==> src/itc_pkg.sv <==
`timescale 1ns / 1ps

package itc_pkg;

  localparam int MAX_WIDTH  = 4096;
  localparam int MAX_HEIGHT = 4096;

  localparam int NUM_CHAN   = 4;
  localparam int CHAN_W     = 8;
  localparam int TOL_W      = 8;
  localparam int DELTA_W    = CHAN_W + 1;
  localparam int DIM_W      = 13;
  localparam int COORD_W    = 12;
  localparam int COUNT_W    = 25;
  localparam int BUDGET_W   = 17;
  localparam int Q16_SHIFT  = 16;
  localparam int PROD_W     = BUDGET_W + COUNT_W;

  localparam int CFG_IDX_W  = 3;
  localparam int CFG_DATA_W = 17;

  localparam int QDEPTH     = 2;
  localparam int QPTR_W     = $clog2(QDEPTH);
  localparam int QCNT_W     = $clog2(QDEPTH + 1);

  localparam logic [CFG_IDX_W-1:0] REG_TOLERANCE  = CFG_IDX_W'(0);
  localparam logic [CFG_IDX_W-1:0] REG_BUDGET     = CFG_IDX_W'(1);
  localparam logic [CFG_IDX_W-1:0] REG_REND_WIDTH = CFG_IDX_W'(2);
  localparam logic [CFG_IDX_W-1:0] REG_REND_HEIGHT = CFG_IDX_W'(3);
  localparam logic [CFG_IDX_W-1:0] REG_REF_WIDTH  = CFG_IDX_W'(4);
  localparam logic [CFG_IDX_W-1:0] REG_REF_HEIGHT = CFG_IDX_W'(5);

  typedef logic signed [DELTA_W-1:0] delta_t;

  typedef struct packed {
    logic                              fails;
    logic                              last;
    logic [COORD_W-1:0]                x;
    logic [COORD_W-1:0]                y;
    delta_t [NUM_CHAN-1:0]             delta;
  } q_entry_t;

  typedef struct packed {
    logic [TOL_W-1:0] tolerance;
    logic [DIM_W-1:0] fw;
    logic [DIM_W-1:0] fh;
  } front_cfg_t;

  typedef struct packed {
    logic               mismatch;
    logic [COUNT_W-1:0] total;
    logic [PROD_W-1:0]  limit;
  } back_cfg_t;

  function automatic logic [DIM_W-1:0] clamp_dim(input logic [DIM_W-1:0] v,
                                                  input logic [DIM_W-1:0] hi);
    logic [DIM_W-1:0] r;
    r = v;
    if (v == '0) r = DIM_W'(1);
    else if (v > hi) r = hi;
    return r;
  endfunction

endpackage

==> src/itc_pix_if.sv <==
`timescale 1ns / 1ps

interface itc_pix_if;
  logic                      valid;
  logic                      ready;
  logic [itc_pkg::CHAN_W-1:0] rendered_red;
  logic [itc_pkg::CHAN_W-1:0] rendered_green;
  logic [itc_pkg::CHAN_W-1:0] rendered_blue;
  logic [itc_pkg::CHAN_W-1:0] rendered_alpha;
  logic [itc_pkg::CHAN_W-1:0] expected_red;
  logic [itc_pkg::CHAN_W-1:0] expected_green;
  logic [itc_pkg::CHAN_W-1:0] expected_blue;
  logic [itc_pkg::CHAN_W-1:0] expected_alpha;

  modport source(output valid, rendered_red, rendered_green, rendered_blue, rendered_alpha,
                 expected_red, expected_green, expected_blue, expected_alpha,
                 input ready);
  modport sink(input valid, rendered_red, rendered_green, rendered_blue, rendered_alpha,
               expected_red, expected_green, expected_blue, expected_alpha,
               output ready);
endinterface

==> src/itc_res_if.sv <==
`timescale 1ns / 1ps

interface itc_res_if;
  logic                        valid;
  logic                        ready;
  logic                        passed;
  logic                        size_mismatch;
  logic [itc_pkg::COUNT_W-1:0] failing_count;
  logic [itc_pkg::COUNT_W-1:0] total_count;
  logic                        mismatch_found;
  logic [itc_pkg::COORD_W-1:0] first_x;
  logic [itc_pkg::COORD_W-1:0] first_y;
  logic signed [itc_pkg::DELTA_W-1:0] delta_red;
  logic signed [itc_pkg::DELTA_W-1:0] delta_green;
  logic signed [itc_pkg::DELTA_W-1:0] delta_blue;
  logic signed [itc_pkg::DELTA_W-1:0] delta_alpha;

  modport source(output valid, passed, size_mismatch, failing_count, total_count,
                 mismatch_found, first_x, first_y, delta_red, delta_green, delta_blue,
                 delta_alpha, input ready);
  modport sink(input valid, passed, size_mismatch, failing_count, total_count,
               mismatch_found, first_x, first_y, delta_red, delta_green, delta_blue,
               delta_alpha, output ready);
endinterface

==> src/itc_cfg_if.sv <==
`timescale 1ns / 1ps

interface itc_cfg_if;
  logic                           valid;
  logic                           ready;
  logic [itc_pkg::CFG_IDX_W-1:0]  index;
  logic [itc_pkg::CFG_DATA_W-1:0] data;

  modport source(output valid, index, data, input ready);
  modport sink(input valid, index, data, output ready);
endinterface

==> src/itc_front.sv <==
`timescale 1ns / 1ps

module itc_front (
  input  logic                clk,
  input  logic                rst,
  itc_pix_if.sink             pix,
  input  itc_pkg::front_cfg_t fcfg,
  output logic                push_valid,
  input  logic                push_ready,
  output itc_pkg::q_entry_t   push_entry
);
  import itc_pkg::*;

  logic [COORD_W-1:0] column;
  logic [COORD_W-1:0] row;
  logic [CHAN_W-1:0]  rend [NUM_CHAN];
  logic [CHAN_W-1:0]  expd [NUM_CHAN];
  delta_t             d    [NUM_CHAN];
  logic [CHAN_W-1:0]  mag  [NUM_CHAN];
  logic               fails;
  logic               col_wrap;
  logic               row_wrap;
  logic               accept;

  assign rend[0] = pix.rendered_red;
  assign rend[1] = pix.rendered_green;
  assign rend[2] = pix.rendered_blue;
  assign rend[3] = pix.rendered_alpha;
  assign expd[0] = pix.expected_red;
  assign expd[1] = pix.expected_green;
  assign expd[2] = pix.expected_blue;
  assign expd[3] = pix.expected_alpha;

  always_comb begin
    fails = 1'b0;
    for (int c = 0; c < NUM_CHAN; c++) begin
      d[c]   = $signed({1'b0, rend[c]}) - $signed({1'b0, expd[c]});
      mag[c] = d[c][DELTA_W-1] ? CHAN_W'(-d[c]) : CHAN_W'(d[c]);
      if (mag[c] > fcfg.tolerance) fails = 1'b1;
    end
  end

  assign col_wrap = (DIM_W'(column) + DIM_W'(1)) >= fcfg.fw;
  assign row_wrap = (DIM_W'(row) + DIM_W'(1)) >= fcfg.fh;

  assign pix.ready  = push_ready;
  assign push_valid = pix.valid;
  assign accept     = pix.valid && push_ready;

  always_comb begin
    push_entry.fails = fails;
    push_entry.last  = col_wrap && row_wrap;
    push_entry.x     = column;
    push_entry.y     = row;
    for (int c = 0; c < NUM_CHAN; c++) begin
      push_entry.delta[c] = d[c];
    end
  end

  // advance the raster position
  always_ff @(posedge clk) begin
    if (rst) begin
      column <= '0;
      row    <= '0;
    end else if (accept) begin
      if (col_wrap) begin
        column <= '0;
        row    <= row_wrap ? '0 : row + COORD_W'(1);
      end else begin
        column <= column + COORD_W'(1);
      end
    end
  end

endmodule

==> src/itc_queue.sv <==
`timescale 1ns / 1ps

module itc_queue (
  input  logic              clk,
  input  logic              rst,
  input  logic              push_valid,
  output logic              push_ready,
  input  itc_pkg::q_entry_t push_entry,
  output logic              pop_valid,
  input  logic              pop_ready,
  output itc_pkg::q_entry_t pop_entry
);
  import itc_pkg::*;

  q_entry_t          slots [QDEPTH];
  logic [QPTR_W-1:0] wr_ptr;
  logic [QPTR_W-1:0] rd_ptr;
  logic [QCNT_W-1:0] count;
  logic              push;
  logic              pop;

  assign push_ready = count != QCNT_W'(QDEPTH);
  assign pop_valid  = count != '0;
  assign pop_entry  = slots[rd_ptr];
  assign push       = push_valid && push_ready;
  assign pop        = pop_valid && pop_ready;

  always_ff @(posedge clk) begin
    if (push) slots[wr_ptr] <= push_entry;
  end

  always_ff @(posedge clk) begin
    if (rst) begin
      wr_ptr <= '0;
      rd_ptr <= '0;
      count  <= '0;
    end else begin
      if (push) wr_ptr <= (wr_ptr == QPTR_W'(QDEPTH - 1)) ? '0 : wr_ptr + QPTR_W'(1);
      if (pop)  rd_ptr <= (rd_ptr == QPTR_W'(QDEPTH - 1)) ? '0 : rd_ptr + QPTR_W'(1);
      if (push && !pop) count <= count + QCNT_W'(1);
      else if (pop && !push) count <= count - QCNT_W'(1);
    end
  end

endmodule

==> src/itc_back.sv <==
`timescale 1ns / 1ps

module itc_back (
  input  logic               clk,
  input  logic               rst,
  input  logic               pop_valid,
  output logic               pop_ready,
  input  itc_pkg::q_entry_t  pop_entry,
  input  itc_pkg::back_cfg_t bcfg,
  itc_res_if.source          res
);
  import itc_pkg::*;

  logic [COUNT_W-1:0]    tally;
  logic                  found;
  logic [COORD_W-1:0]    cap_x;
  logic [COORD_W-1:0]    cap_y;
  delta_t [NUM_CHAN-1:0] cap_delta;

  logic [COUNT_W-1:0]    tally_next;
  logic                  found_next;
  logic [COORD_W-1:0]    cap_x_next;
  logic [COORD_W-1:0]    cap_y_next;
  delta_t [NUM_CHAN-1:0] cap_delta_next;

  logic                  fin_valid;
  logic [COUNT_W-1:0]    fin_tally;
  logic                  fin_found;
  logic [COORD_W-1:0]    fin_x;
  logic [COORD_W-1:0]    fin_y;
  delta_t [NUM_CHAN-1:0] fin_delta;

  logic                  fin_adv;
  logic                  pop;
  logic                  show;

  assign fin_adv   = fin_valid && (!res.valid || res.ready);
  assign pop_ready = !fin_valid || fin_adv;
  assign pop       = pop_valid && pop_ready;
  assign show      = !bcfg.mismatch && fin_found;

  always_comb begin
    tally_next     = tally;
    found_next     = found;
    cap_x_next     = cap_x;
    cap_y_next     = cap_y;
    cap_delta_next = cap_delta;
    if (pop_entry.fails) begin
      if (tally != '1) tally_next = tally + COUNT_W'(1);
      if (!found) begin
        found_next     = 1'b1;
        cap_x_next     = pop_entry.x;
        cap_y_next     = pop_entry.y;
        cap_delta_next = pop_entry.delta;
      end
    end
  end

  // accumulate the frame, hand it to the verdict stage on its last item
  always_ff @(posedge clk) begin
    if (rst) begin
      tally     <= '0;
      found     <= 1'b0;
      fin_valid <= 1'b0;
    end else begin
      if (pop) begin
        if (pop_entry.last) begin
          tally <= '0;
          found <= 1'b0;
        end else begin
          tally <= tally_next;
          found <= found_next;
        end
      end
      if (pop && pop_entry.last) fin_valid <= 1'b1;
      else if (fin_adv) fin_valid <= 1'b0;
    end
  end

  always_ff @(posedge clk) begin
    if (pop) begin
      cap_x     <= cap_x_next;
      cap_y     <= cap_y_next;
      cap_delta <= cap_delta_next;
    end
    if (pop && pop_entry.last) begin
      fin_tally <= tally_next;
      fin_found <= found_next;
      fin_x     <= cap_x_next;
      fin_y     <= cap_y_next;
      fin_delta <= cap_delta_next;
    end
  end

  // output register
  always_ff @(posedge clk) begin
    if (rst) begin
      res.valid <= 1'b0;
    end else if (fin_adv) begin
      res.valid <= 1'b1;
    end else if (res.ready) begin
      res.valid <= 1'b0;
    end
  end

  always_ff @(posedge clk) begin
    if (fin_adv) begin
      res.passed         <= !bcfg.mismatch &&
                            ((PROD_W'(fin_tally) << Q16_SHIFT) < bcfg.limit);
      res.size_mismatch  <= bcfg.mismatch;
      res.failing_count  <= bcfg.mismatch ? bcfg.total : fin_tally;
      res.total_count    <= bcfg.total;
      res.mismatch_found <= show;
      res.first_x        <= show ? fin_x : '0;
      res.first_y        <= show ? fin_y : '0;
      res.delta_red      <= show ? fin_delta[0] : '0;
      res.delta_green    <= show ? fin_delta[1] : '0;
      res.delta_blue     <= show ? fin_delta[2] : '0;
      res.delta_alpha    <= show ? fin_delta[3] : '0;
    end
  end

endmodule

==> src/image_tolerance_comparator_core.sv <==
`timescale 1ns / 1ps
// Golden-image compare with per-channel tolerance.
// pix: one rendered/reference RGBA8 pixel pair per item, raster order over the
//   reference frame. res: one verdict item after the last pixel of each frame.
// cfg: register writes (index, data), always ready; write only while idle.
// Throughput: one pixel per cycle while res takes its verdicts; frames may
//   follow each other with no gap. The frame's last item passes the two-entry
//   queue into the verdict stage, whose result the output register then shows
//   on res; the front stage is combinational. The pass limit (budget times
//   pixel count) is rebuilt in two registered multiply steps.
// Reset clears the raster position, the failure tally, the first-failure
//   capture flag and all queued items; registers return to tolerance 0, budget 0,
//   all dimensions 1.
// When res stalls, the verdict stage and queue fill and pix.ready drops;
//   the output register holds its item until taken.
module image_tolerance_comparator_core (
  input  logic   clk,
  input  logic   rst,
  itc_pix_if.sink   pix,
  itc_res_if.source res,
  itc_cfg_if.sink   cfg
);
  import itc_pkg::*;

  logic [TOL_W-1:0]    tolerance;
  logic [BUDGET_W-1:0] budget;
  logic [DIM_W-1:0]    rend_width;
  logic [DIM_W-1:0]    rend_height;
  logic [DIM_W-1:0]    ref_width;
  logic [DIM_W-1:0]    ref_height;

  logic [DIM_W-1:0]    rw_c;
  logic [DIM_W-1:0]    rh_c;
  logic [DIM_W-1:0]    fw_c;
  logic [DIM_W-1:0]    fh_c;

  logic                mismatch;
  logic [COUNT_W-1:0]  total;
  logic [PROD_W-1:0]   limit;

  front_cfg_t          fcfg;
  back_cfg_t           bcfg;

  logic                push_valid;
  logic                push_ready;
  q_entry_t            push_entry;
  logic                pop_valid;
  logic                pop_ready;
  q_entry_t            pop_entry;

  assign cfg.ready = 1'b1;

  always_ff @(posedge clk) begin
    if (rst) begin
      tolerance   <= '0;
      budget      <= '0;
      rend_width  <= DIM_W'(1);
      rend_height <= DIM_W'(1);
      ref_width   <= DIM_W'(1);
      ref_height  <= DIM_W'(1);
    end else if (cfg.valid) begin
      case (cfg.index)
        REG_TOLERANCE:   tolerance   <= cfg.data[TOL_W-1:0];
        REG_BUDGET:      budget      <= cfg.data[BUDGET_W-1:0];
        REG_REND_WIDTH:  rend_width  <= cfg.data[DIM_W-1:0];
        REG_REND_HEIGHT: rend_height <= cfg.data[DIM_W-1:0];
        REG_REF_WIDTH:   ref_width   <= cfg.data[DIM_W-1:0];
        REG_REF_HEIGHT:  ref_height  <= cfg.data[DIM_W-1:0];
        default: ;
      endcase
    end
  end

  assign rw_c = clamp_dim(rend_width,  DIM_W'(MAX_WIDTH));
  assign rh_c = clamp_dim(rend_height, DIM_W'(MAX_HEIGHT));
  assign fw_c = clamp_dim(ref_width,   DIM_W'(MAX_WIDTH));
  assign fh_c = clamp_dim(ref_height,  DIM_W'(MAX_HEIGHT));

  // size-mismatch flag and pixel count, then the pass limit from the registered count in the next cycle
  always_ff @(posedge clk) begin
    mismatch <= (rw_c != fw_c) || (rh_c != fh_c);
    total    <= COUNT_W'(fw_c) * COUNT_W'(fh_c);
    limit    <= PROD_W'(budget) * PROD_W'(total);
  end

  assign fcfg.tolerance = tolerance;
  assign fcfg.fw        = fw_c;
  assign fcfg.fh        = fh_c;
  assign bcfg.mismatch  = mismatch;
  assign bcfg.total     = total;
  assign bcfg.limit     = limit;

  itc_front u_front (
    .clk        (clk),
    .rst        (rst),
    .pix        (pix),
    .fcfg       (fcfg),
    .push_valid (push_valid),
    .push_ready (push_ready),
    .push_entry (push_entry)
  );

  itc_queue u_queue (
    .clk        (clk),
    .rst        (rst),
    .push_valid (push_valid),
    .push_ready (push_ready),
    .push_entry (push_entry),
    .pop_valid  (pop_valid),
    .pop_ready  (pop_ready),
    .pop_entry  (pop_entry)
  );

  itc_back u_back (
    .clk       (clk),
    .rst       (rst),
    .pop_valid (pop_valid),
    .pop_ready (pop_ready),
    .pop_entry (pop_entry),
    .bcfg      (bcfg),
    .res       (res)
  );

`ifndef NO_ASSERTIONS
  a_mismatch_verdict: assert property (@(posedge clk) disable iff (rst)
    res.valid && res.size_mismatch |->
      !res.passed && !res.mismatch_found && (res.failing_count == res.total_count))
    else $error("size mismatch verdict inconsistent");

  a_no_capture_zero: assert property (@(posedge clk) disable iff (rst)
    res.valid && !res.mismatch_found |->
      (res.first_x == '0) && (res.first_y == '0) && (res.delta_red == '0) &&
      (res.delta_green == '0) && (res.delta_blue == '0) && (res.delta_alpha == '0))
    else $error("capture fields set without a captured failure");

  a_capture_counted: assert property (@(posedge clk) disable iff (rst)
    res.valid && res.mismatch_found |-> (res.failing_count != '0))
    else $error("captured failure with zero failing count");

  a_verdict_from_item: assert property (@(posedge clk) disable iff (rst)
    $rose(res.valid) |-> $past(pop_valid, 2) || $past(pop_valid, 3) ||
      $past(push_valid, 3))
    else $error("verdict without a preceding item");
`endif

endmodule
==> src/flat_wrapper.sv <==
// flat-port wrapper written by rule: the top's interface ports become plain ports
module image_tolerance_comparator_core_flat import itc_pkg::*;
  (clk, rst, pix_valid, pix_rendered_red, pix_rendered_green, pix_rendered_blue, pix_rendered_alpha, pix_expected_red, pix_expected_green, pix_expected_blue, pix_expected_alpha, pix_ready, res_valid, res_passed, res_size_mismatch, res_failing_count, res_total_count, res_mismatch_found, res_first_x, res_first_y, res_delta_red, res_delta_green, res_delta_blue, res_delta_alpha, res_ready, cfg_valid, cfg_index, cfg_data, cfg_ready);
  itc_pix_if pix_i ();
  itc_res_if res_i ();
  itc_cfg_if cfg_i ();
  input  logic clk;
  input  logic rst;
  input wire logic [$bits(pix_i.valid)-1:0] pix_valid;
  input wire logic [$bits(pix_i.rendered_red)-1:0] pix_rendered_red;
  input wire logic [$bits(pix_i.rendered_green)-1:0] pix_rendered_green;
  input wire logic [$bits(pix_i.rendered_blue)-1:0] pix_rendered_blue;
  input wire logic [$bits(pix_i.rendered_alpha)-1:0] pix_rendered_alpha;
  input wire logic [$bits(pix_i.expected_red)-1:0] pix_expected_red;
  input wire logic [$bits(pix_i.expected_green)-1:0] pix_expected_green;
  input wire logic [$bits(pix_i.expected_blue)-1:0] pix_expected_blue;
  input wire logic [$bits(pix_i.expected_alpha)-1:0] pix_expected_alpha;
  output wire logic [$bits(pix_i.ready)-1:0] pix_ready;
  output wire logic [$bits(res_i.valid)-1:0] res_valid;
  output wire logic [$bits(res_i.passed)-1:0] res_passed;
  output wire logic [$bits(res_i.size_mismatch)-1:0] res_size_mismatch;
  output wire logic [$bits(res_i.failing_count)-1:0] res_failing_count;
  output wire logic [$bits(res_i.total_count)-1:0] res_total_count;
  output wire logic [$bits(res_i.mismatch_found)-1:0] res_mismatch_found;
  output wire logic [$bits(res_i.first_x)-1:0] res_first_x;
  output wire logic [$bits(res_i.first_y)-1:0] res_first_y;
  output wire logic [$bits(res_i.delta_red)-1:0] res_delta_red;
  output wire logic [$bits(res_i.delta_green)-1:0] res_delta_green;
  output wire logic [$bits(res_i.delta_blue)-1:0] res_delta_blue;
  output wire logic [$bits(res_i.delta_alpha)-1:0] res_delta_alpha;
  input wire logic [$bits(res_i.ready)-1:0] res_ready;
  input wire logic [$bits(cfg_i.valid)-1:0] cfg_valid;
  input wire logic [$bits(cfg_i.index)-1:0] cfg_index;
  input wire logic [$bits(cfg_i.data)-1:0] cfg_data;
  output wire logic [$bits(cfg_i.ready)-1:0] cfg_ready;
  assign pix_i.valid = pix_valid;
  assign pix_i.rendered_red = pix_rendered_red;
  assign pix_i.rendered_green = pix_rendered_green;
  assign pix_i.rendered_blue = pix_rendered_blue;
  assign pix_i.rendered_alpha = pix_rendered_alpha;
  assign pix_i.expected_red = pix_expected_red;
  assign pix_i.expected_green = pix_expected_green;
  assign pix_i.expected_blue = pix_expected_blue;
  assign pix_i.expected_alpha = pix_expected_alpha;
  assign pix_ready = pix_i.ready;
  assign res_valid = res_i.valid;
  assign res_passed = res_i.passed;
  assign res_size_mismatch = res_i.size_mismatch;
  assign res_failing_count = res_i.failing_count;
  assign res_total_count = res_i.total_count;
  assign res_mismatch_found = res_i.mismatch_found;
  assign res_first_x = res_i.first_x;
  assign res_first_y = res_i.first_y;
  assign res_delta_red = res_i.delta_red;
  assign res_delta_green = res_i.delta_green;
  assign res_delta_blue = res_i.delta_blue;
  assign res_delta_alpha = res_i.delta_alpha;
  assign res_i.ready = res_ready;
  assign cfg_i.valid = cfg_valid;
  assign cfg_i.index = cfg_index;
  assign cfg_i.data = cfg_data;
  assign cfg_ready = cfg_i.ready;
  image_tolerance_comparator_core u_core (.clk(clk), .rst(rst), .pix(pix_i), .res(res_i), .cfg(cfg_i));
endmodule
==> config.mk <==
export PLATFORM = sky130hd
export DESIGN_NAME = image_tolerance_comparator_core_flat
export DESIGN_NICKNAME = d
export VERILOG_FILES = /design/src/itc_pkg.sv /design/src/itc_pix_if.sv /design/src/itc_res_if.sv /design/src/itc_cfg_if.sv /design/src/itc_front.sv /design/src/itc_queue.sv /design/src/itc_back.sv /design/src/image_tolerance_comparator_core.sv /design/src/flat_wrapper.sv
export SDC_FILE = /design/constraint.sdc
export NUM_CORES = 2
export LEC_CHECK = 0
export BUFFER_PORTS_ARGS = -buffer_cell sky130_fd_sc_hd__buf_2
export CAP_MARGIN = 0
export CORE_MARGIN = 8
export CORE_UTILIZATION = 44
export CTS_CLUSTER_DIAMETER = 100
export DETAILED_ROUTE_END_ITERATION = 10
export GPL_TIMING_DRIVEN = 0
export PLACE_DENSITY = 0.71
export SKIP_LAST_GASP = 1
export SYNTH_ARGS = -nofsm -noshare
export SYNTH_HDL_FRONTEND = slang
export SYNTH_SLANG_ARGS = --single-unit
==> constraint.sdc <==
create_clock -name clk -period 15.8 [get_ports clk]
set_clock_uncertainty 0.2 [all_clocks]
set_input_delay 2.37 -clock clk [delete_from_list [all_inputs] [get_ports clk]]
set_output_delay 2.37 -clock clk [all_outputs]
set_load 0.05 [all_outputs]
## Yosys cells after proc, flatten, opt, wreduce, memory -nomap -nowiden

Memory sizes are Yosys's and may differ from the RTL's. A register that Yosys moved wholly into a read port is not among the register bits.
Index checks and enable logic that the tools add are counted.

| cells by class | value |
|---|---|
| mux-type cells | 42 |
| $lt $le $gt $ge | 11 |
| $mul | 2 |
| add/subtract/negate cells | 17 |
| equal/unequal tests | 9 |
| reductions and logical operators | 33 |

Operators by type and width:

| cell | number |
|---|---|
| $mux W13 | 8 |
| $mux W25 | 4 |
| $mux W12 | 6 |
| $mux W36 | 2 |
| $gt A13 B13 Y1 const B | 4 |
| $logic_not A13 Y1 | 4 |
| $lt A41 B42 Y1 | 1 |
| $mul A17 B25 Y42 | 1 |
| $sub A8 B8 Y9 | 4 |
| $gt A8 B8 Y1 | 4 |
| $mux W8 | 4 |
| $neg A8 Y8 | 4 |
| $add A12 B1 Y13 const B | 2 |
| $ge A13 B13 Y1 | 2 |
| $ne A13 B13 Y1 | 2 |
| $add A25 B1 Y25 const B | 1 |
| $mul A13 B13 Y25 | 1 |
| $ne A25 B25 Y1 const B | 1 |
| $add A12 B1 Y12 const B | 2 |
| $mux W1 | 16 |
| $reduce_and A2 Y1 | 7 |
| $logic_and A1 B1 Y1 | 9 |
| $reduce_bool A2 Y1 | 4 |
| $eq A3 B2 Y1 const B | 2 |
| 10 further kinds | 19 |

| word-level totals | value |
|---|---|
| logic and storage cells | 158 |
| bits in writable memories | 124 |
| bits in registers | 460 |
| memories | 1 |
| input bits | 89 |

Memories:

| memory | words | bits a word | read ports | clocked after Yosys merged registers in | write ports | RTL line | source |
|---|---|---|---|---|---|---|---|
| u_core.u_queue.slots | 2 | 62 | 1 | 1 | 1 | itc_queue.sv:15 | `q_entry_t slots [QDEPTH];` |

## Depth between registers and ports, before layout

| depth | value |
|---|---|
| word-level depth | 8 |
| mapped depth | 26 |
| mapped depth without buffers | 24 |

## Cells and area by module

A second synthesis with hierarchy kept.

| second synthesis, totals | value |
|---|---|
| cells, all modules | 4,441 |
| area total of the unflattened synthesis | 45,179.6 µm² |

Modules (own cells, without submodules):

| module | cells each | area an instance (µm²) | sequential area each (µm²) | times used |
|---|---|---|---|---|
| image_tolerance_comparator_core | 2,801 | 23,805.3 | 2,902.8 | 1 |
| itc_back | 773 | 11,860.1 | 8,338.0 | 1 |
| itc_front | 650 | 4,827.1 | 480.5 | 1 |
| itc_queue | 217 | 4,687.0 | 3,823.7 | 1 |

## Worst setup path before layout

OpenSTA, ideal clock, no wires.

| timing path | value |
|---|---|
| path kind | input to register |
| from | input port res_ready |
| to | register u_core.u_back.res.delta_alpha[0] (netlist bit) (enable) |
| required time | 15,000 ps |
| setup slack | 7,558 ps |
| stages | 2 |
| data arrival time | 7,442 ps |
| cell sequence | nor2b_1 -> nor2b_1 |

| between the ends | value |
|---|---|
| cells in the longest elaborated chain, start to end | 2 |

Ends and longest elaborated chain:

| what | RTL line | source |
|---|---|---|
| from (decl) | flat_wrapper.sv:31 | `input wire logic [$bits(res_i.ready)-1:0] res_ready;` |
| $logic_or A1 B1 Y1 | itc_back.sv:37 | `assign fin_adv = fin_valid && (!res.valid \|\| res.ready);` |
| $logic_and A1 B1 Y1 | itc_back.sv:37 |  |
| named net u_core.u_back.fin_adv | itc_back.sv:33 | `logic fin_adv;` |
| to (signal assigned) | itc_back.sv:119 | `res.delta_alpha <= show ? fin_delta[3] : '0;` |
| to (decl) | itc_res_if.sv:20 | `delta_alpha, input ready);` |

The timed path passes the listed nets, and every way through them passes these cells.
A chain may end at the register's enable or synchronous reset.

## Worst setup path after layout

| timing path | value |
|---|---|
| from | register u_core.total[7] |
| to | register u_core.limit[34] |

| between the ends | value |
|---|---|
| cells in the longest elaborated chain, start to end | 1 |

Ends and longest elaborated chain:

| what | RTL line | source |
|---|---|---|
| from (decl) | image_tolerance_comparator_core.sv:38 | `logic [COUNT_W-1:0] total;` |
| from (signal assigned) | image_tolerance_comparator_core.sv:82 | `total <= COUNT_W'(fw_c) * COUNT_W'(fh_c);` |
| $mul A17 B25 Y42 | image_tolerance_comparator_core.sv:83 | `limit <= PROD_W'(budget) * PROD_W'(total);` |
| to (signal assigned) | image_tolerance_comparator_core.sv:83 |  |
| to (decl) | image_tolerance_comparator_core.sv:39 | `logic [PROD_W-1:0] limit;` |

Every way passes these cells.

==> tab_implementation.tex <==
\begin{tabular}{lr}
\hline
Metric & Value \\
\hline
\multicolumn{2}{l}{\textbf{Route}} \\
\quad Remaining antenna violation count & 0 \\
\quad Via Count & 31369 \\
\quad Starting DRT DRC Count & 2551 \\
\quad Via density per instance & 5.26 \\
\quad Average detailed-routed wire length per instance & roughly 19 um \\
\quad Number of detailed-route iterations in the first pass & 6 \\
\quad Total length of routed wires & roughly 120000 um \\
\quad Number of DRC violations after detailed routing & 0 \\
\multicolumn{2}{l}{\textbf{Critical path}} \\
\quad Maximum fanout encountered on the critical timing path & 10 \\
\quad Critical path class & reg -> reg \\
\quad Critical Path Sink Type & register \\
\quad Data required, critical path & between 15 and 20 ns \\
\quad Data arrival time at the worst-slack endpoint & 8.55 ns \\
\quad Worst flop-to-flop path endpoint & u\_core.limit[34] \\
\quad Critical Path Start Type & register \\
\quad Path depth of the worst reg2reg path & 23 \\
\quad Worst R2R Setup Slack & 7.59 ns \\
\quad Launch point of the worst reg-to-reg path & u\_core.total[7] \\
\multicolumn{2}{l}{\textbf{Die}} \\
\quad Placeable core region & 98600 sq um \\
\quad Chip Width & $\sim$330 um \\
\quad Starting density of the core & 0.444 \\
\quad Die outline height & roughly 330 um \\
\quad Std-Cell Rows & 115 \\
\quad IO Pins & between 200 and 250 \\
\quad Die Outline Area & roughly 110000 sq um \\
\multicolumn{2}{l}{\textbf{Synthesis}} \\
\quad Library cell with the highest instance count after synthesis & sky130\_fd\_sc\_hd\_\_inv\_1 \\
\quad Area fraction of the dominant cell type after synthesis & 0.263 \\
\quad Number of synthesized flops with an enable pin & roughly 380 \\
\quad Sequential fraction of the synthesis area & 0.355 \\
\quad Number of synthesized register bits & 585 \\
\quad Unique cell type count in the Yosys netlist & 74 \\
\quad Post-synth top cells & 719 x sky130\_fd\_sc\_hd\_\_inv\_1, 607 x sky130\_fd\_sc\_hd\_\_nand2\_1, 468 x sky130\_fd\_sc\_hd\_\_fa\_1 \\
\quad Synthesized cell area & 43800 sq um \\
\quad Synth Net Count & 5213 \\
\quad Mean cell area of the mapped netlist & just over 10 sq um \\
\quad Flip-flop cell with the highest count after synthesis & sky130\_fd\_sc\_hd\_\_edfxtp\_1 \\
\quad Largest area contributor in the netlist & sky130\_fd\_sc\_hd\_\_edfxtp\_1 \\
\quad Leading cell types by total area after synthesis & sky130\_fd\_sc\_hd\_\_edfxtp\_1 26\%, sky130\_fd\_sc\_hd\_\_fa\_1 21\%, sky130\_fd\_sc\_hd\_\_dfxtp\_1 9.2\% \\
\quad Synth warnings & 0 \\
\quad Ys async rst share & 0 \\
\quad Gate count after technology mapping & 4349 \\
\multicolumn{2}{l}{\textbf{Run status}} \\
\quad Run status & completed \\
\multicolumn{2}{l}{\textbf{Layout}} \\
\quad Total Nets Final & 5485 \\
\quad Proportion of layout cells with a drive suffix above 1 & 0.0756 \\
\quad Cell area after layout & 48600 sq um \\
\quad Layout Area Growth over Synthesis & 11.1\% \\
\multicolumn{2}{l}{\textbf{Global route}} \\
\quad Overflow left after global routing & 0 \\
\quad Maximum number of pins on one net before global-route repair & between 50 and 60 \\
\quad First-pass GRT wire length & 181000 um \\
\quad Initial antenna violation count & 8 \\
\quad Tot GR Track Use & 0.207 \\
\quad Via count of the first global-routing pass & about 32000 \\
\multicolumn{2}{l}{\textbf{STA}} \\
\quad Final Setup Violations & 0 \\
\quad Setup TNS Final & 0 ns \\
\quad Final hold violation count & 0 \\
\quad Tightest Pin Transition & approximately 1.3 ns \\
\quad Setup repair after global routing missed its margin & no \\
\quad Peak Freq & 0.122 GHz \\
\quad Number of slew-limit violations in the final report & 0 \\
\quad Max\_slew headroom & 0.136 \\
\quad Post-route minimum period & 8.21 ns \\
\quad Final clock period utilization by the worst path & 0.520 \\
\multicolumn{2}{l}{\textbf{CTS}} \\
\quad Clock root cell & sky130\_fd\_sc\_hd\_\_clkbuf\_16 \\
\quad Number of H-tree levels & 2 \\
\quad Hold-fix buffer count after cts & 0 \\
\quad Post-cts repair resize count & 0 \\
\quad Number of buffers created by CTS & about 60 \\
\quad Number of sinks driven by the clock tree & 585 \\
\quad Clock transition at the register clock pins on the worst setup and hold paths after CTS & 0.06 ns \\
\quad Setup Fix Bufs, Post-CTS & 0 \\
\quad TritonCTS clock tree & yes \\
\quad CTS Buffer Depth & 3 \\
\quad Skew-Pair Late Insertion Delay & 0.67 ns \\
\multicolumn{2}{l}{\textbf{Place}} \\
\quad RePlAce Congestion & around 0.94 \\
\quad Standard cell area after detailed placement & 46600 sq um \\
\quad Port Buf Inserts & 202 \\
\quad Total half-perimeter wirelength after legalization and detailed placement & 91100 um \\
\multicolumn{2}{l}{\textbf{Worst hold path}} \\
\quad Hold path start & u\_core.total[13] \\
\quad Capture endpoint of the worst hold path & u\_core.u\_back.res.total\_count[13] \\
\quad Hold path depth & 0 \\
\quad Hold WC Path Type & reg -> reg \\
\multicolumn{2}{l}{\textbf{Power}} \\
\quad Power density of the placed cells & 99.9 nW/um\^{}2 \\
\quad Maximum VDD drop & 0.0000861 V \\
\quad Total power draw & just under 0.005 W \\
\quad Static leakage power & approximately 21 nW \\
\multicolumn{2}{l}{\textbf{Job}} \\
\quad Max-cap violations & 0 \\
\hline
\end{tabular}
flip-flops by register name (all words and copies together) (netlist names), 12 cells and up, named ones only:
register and flops:
u_core.budget 17, u_core.limit 42, u_core.ref_height 13, u_core.ref_width 13
u_core.rend_height 13, u_core.rend_width 13, u_core.total 25, u_core.u_back.cap_delta 36
u_core.u_back.cap_x 12, u_core.u_back.cap_y 12, u_core.u_back.fin_delta 36, u_core.u_back.fin_tally 25
u_core.u_back.fin_x 12, u_core.u_back.fin_y 12, u_core.u_back.res.failing_count 25, u_core.u_back.res.first_x 12
u_core.u_back.res.first_y 12, u_core.u_back.res.total_count 25, u_core.u_back.tally 25, u_core.u_front.column 12
u_core.u_front.row 12, u_core.u_queue.slots 124
cell families (layout without fill, tap and decap cells):
logic type,Yosys count,after routing,synth area share
XOR/XNOR,175,175,0.0350
AND/OR/NAND/NOR,1293,1293,0.137
multiplexers,89,89,0.0211
adder cells (fa/ha/maj),775,775,0.302
buffers and inverters,919,1239,0.0790
flip-flops,585,585,0.355
AO/OA/AOI/OAI,512,512,0.0706
other,1,7,0.0000857
through the flow:
| stage | hold slack (ns) | instances | util | worst slack (ns) |
|---|---|---|---|---|
| 6_report | 0.231 | 5962 | 0.493 | 7.59 |
| 5_1_grt | 0.249 | 5958 | 0.493 | 7.29 |
| 4_1_cts | 0.230 | 5956 | 0.493 | 7.57 |
| 3_5_place_dp | 0.214 | 5847 | 0.473 | 7.63 |
| 3_3_place_gp | 0.214 | 5838 | 0.471 | 4.37 |
| 2_1_floorplan | 0.206 | 4349 | - | 7.56 |
layout make-up:
class,instances,area (sq um)
Buffer,193,732
Inverter,726,2730
Clock buffer,73,1540
Fill cell,8870,49900
Timing Repair Buffer,211,1220
Clock inverter,36,448
Antenna cell,6,15.0
Sequential cell,585,15500
Tap cell,1287,1610
Multi-Input combinational cell,2845,24800
how the worst max path moves through the flow:
stage | startpoint | endpoint | slack (ns) | depth (start not counted)
floorplan | res_ready | u_core.u_back.res.delta_alpha[0] | 7.56 | 2
detailed placement | u_core.total[7] | u_core.limit[34] | 7.63 | 23
global route | u_core.total[8] | u_core.limit[34] | 7.29 | 23
CTS | u_core.total[7] | u_core.limit[34] | 7.57 | 23
global placement | res_ready | u_core.u_back.res.failing_count[19] | 4.37 | 3
finish | u_core.total[7] | u_core.limit[34] | 7.59 | 23
cells in the final DEF, fill, tap and decap left out, types with 82 or more instances in the layout:
| cell | count |
|---|---|
| sky130_fd_sc_hd__clkbuf_1 | 199 |
| sky130_fd_sc_hd__dfxtp_1 | 202 |
| sky130_fd_sc_hd__xnor2_1 | 105 |
| sky130_fd_sc_hd__o21ai_0 | 82 |
| sky130_fd_sc_hd__inv_1 | 718 |
| sky130_fd_sc_hd__ha_1 | 307 |
| sky130_fd_sc_hd__fa_1 | 468 |
| sky130_fd_sc_hd__nand2_1 | 607 |
| sky130_fd_sc_hd__buf_2 | 205 |
| sky130_fd_sc_hd__nor2_1 | 235 |
| sky130_fd_sc_hd__a21oi_1 | 239 |
| sky130_fd_sc_hd__and2_1 | 213 |
| sky130_fd_sc_hd__edfxtp_1 | 383 |
metal layers:
layer	GRT usage	vias up	share of wire
met5	0	-	0.00027
met4	0.0633	4	0.031
met3	0.0480	224	0.087
met2	0.349	1125	0.48
met1	0.263	15584	0.41
li1	-	14432	-
critical path, cell delays in order (launching register included):
cell                        delay (ns)
sky130_fd_sc_hd__dfxtp_1          0.49
sky130_fd_sc_hd__clkbuf_1         0.60
sky130_fd_sc_hd__clkbuf_1         0.47
sky130_fd_sc_hd__nand2_1          0.15
sky130_fd_sc_hd__fa_1             0.56
sky130_fd_sc_hd__inv_1            0.05
sky130_fd_sc_hd__fa_1             0.48
sky130_fd_sc_hd__inv_1            0.06
sky130_fd_sc_hd__fa_1             0.48
sky130_fd_sc_hd__fa_1             0.57
sky130_fd_sc_hd__inv_1            0.06
sky130_fd_sc_hd__fa_1             0.54
sky130_fd_sc_hd__fa_1             0.44
sky130_fd_sc_hd__ha_1             0.36
sky130_fd_sc_hd__nand2_1          0.10
sky130_fd_sc_hd__o31ai_1          0.51
sky130_fd_sc_hd__o2111ai_1        0.19
sky130_fd_sc_hd__o211ai_1         0.23
sky130_fd_sc_hd__a41oi_1          0.30
sky130_fd_sc_hd__a31oi_2          0.35
sky130_fd_sc_hd__a21boi_1         0.15
sky130_fd_sc_hd__or2_2            0.35
sky130_fd_sc_hd__o21ai_1          0.15
sky130_fd_sc_hd__xor2_1           0.24
power by group:
group	switching, W	total [W]	internal, W
Clock	0.000620	0.00143	0.000813
Combinational	0.000886	0.00126	0.000372
Sequential	0.000103	0.00216	0.00206
(Power assumes the default switching activity.)
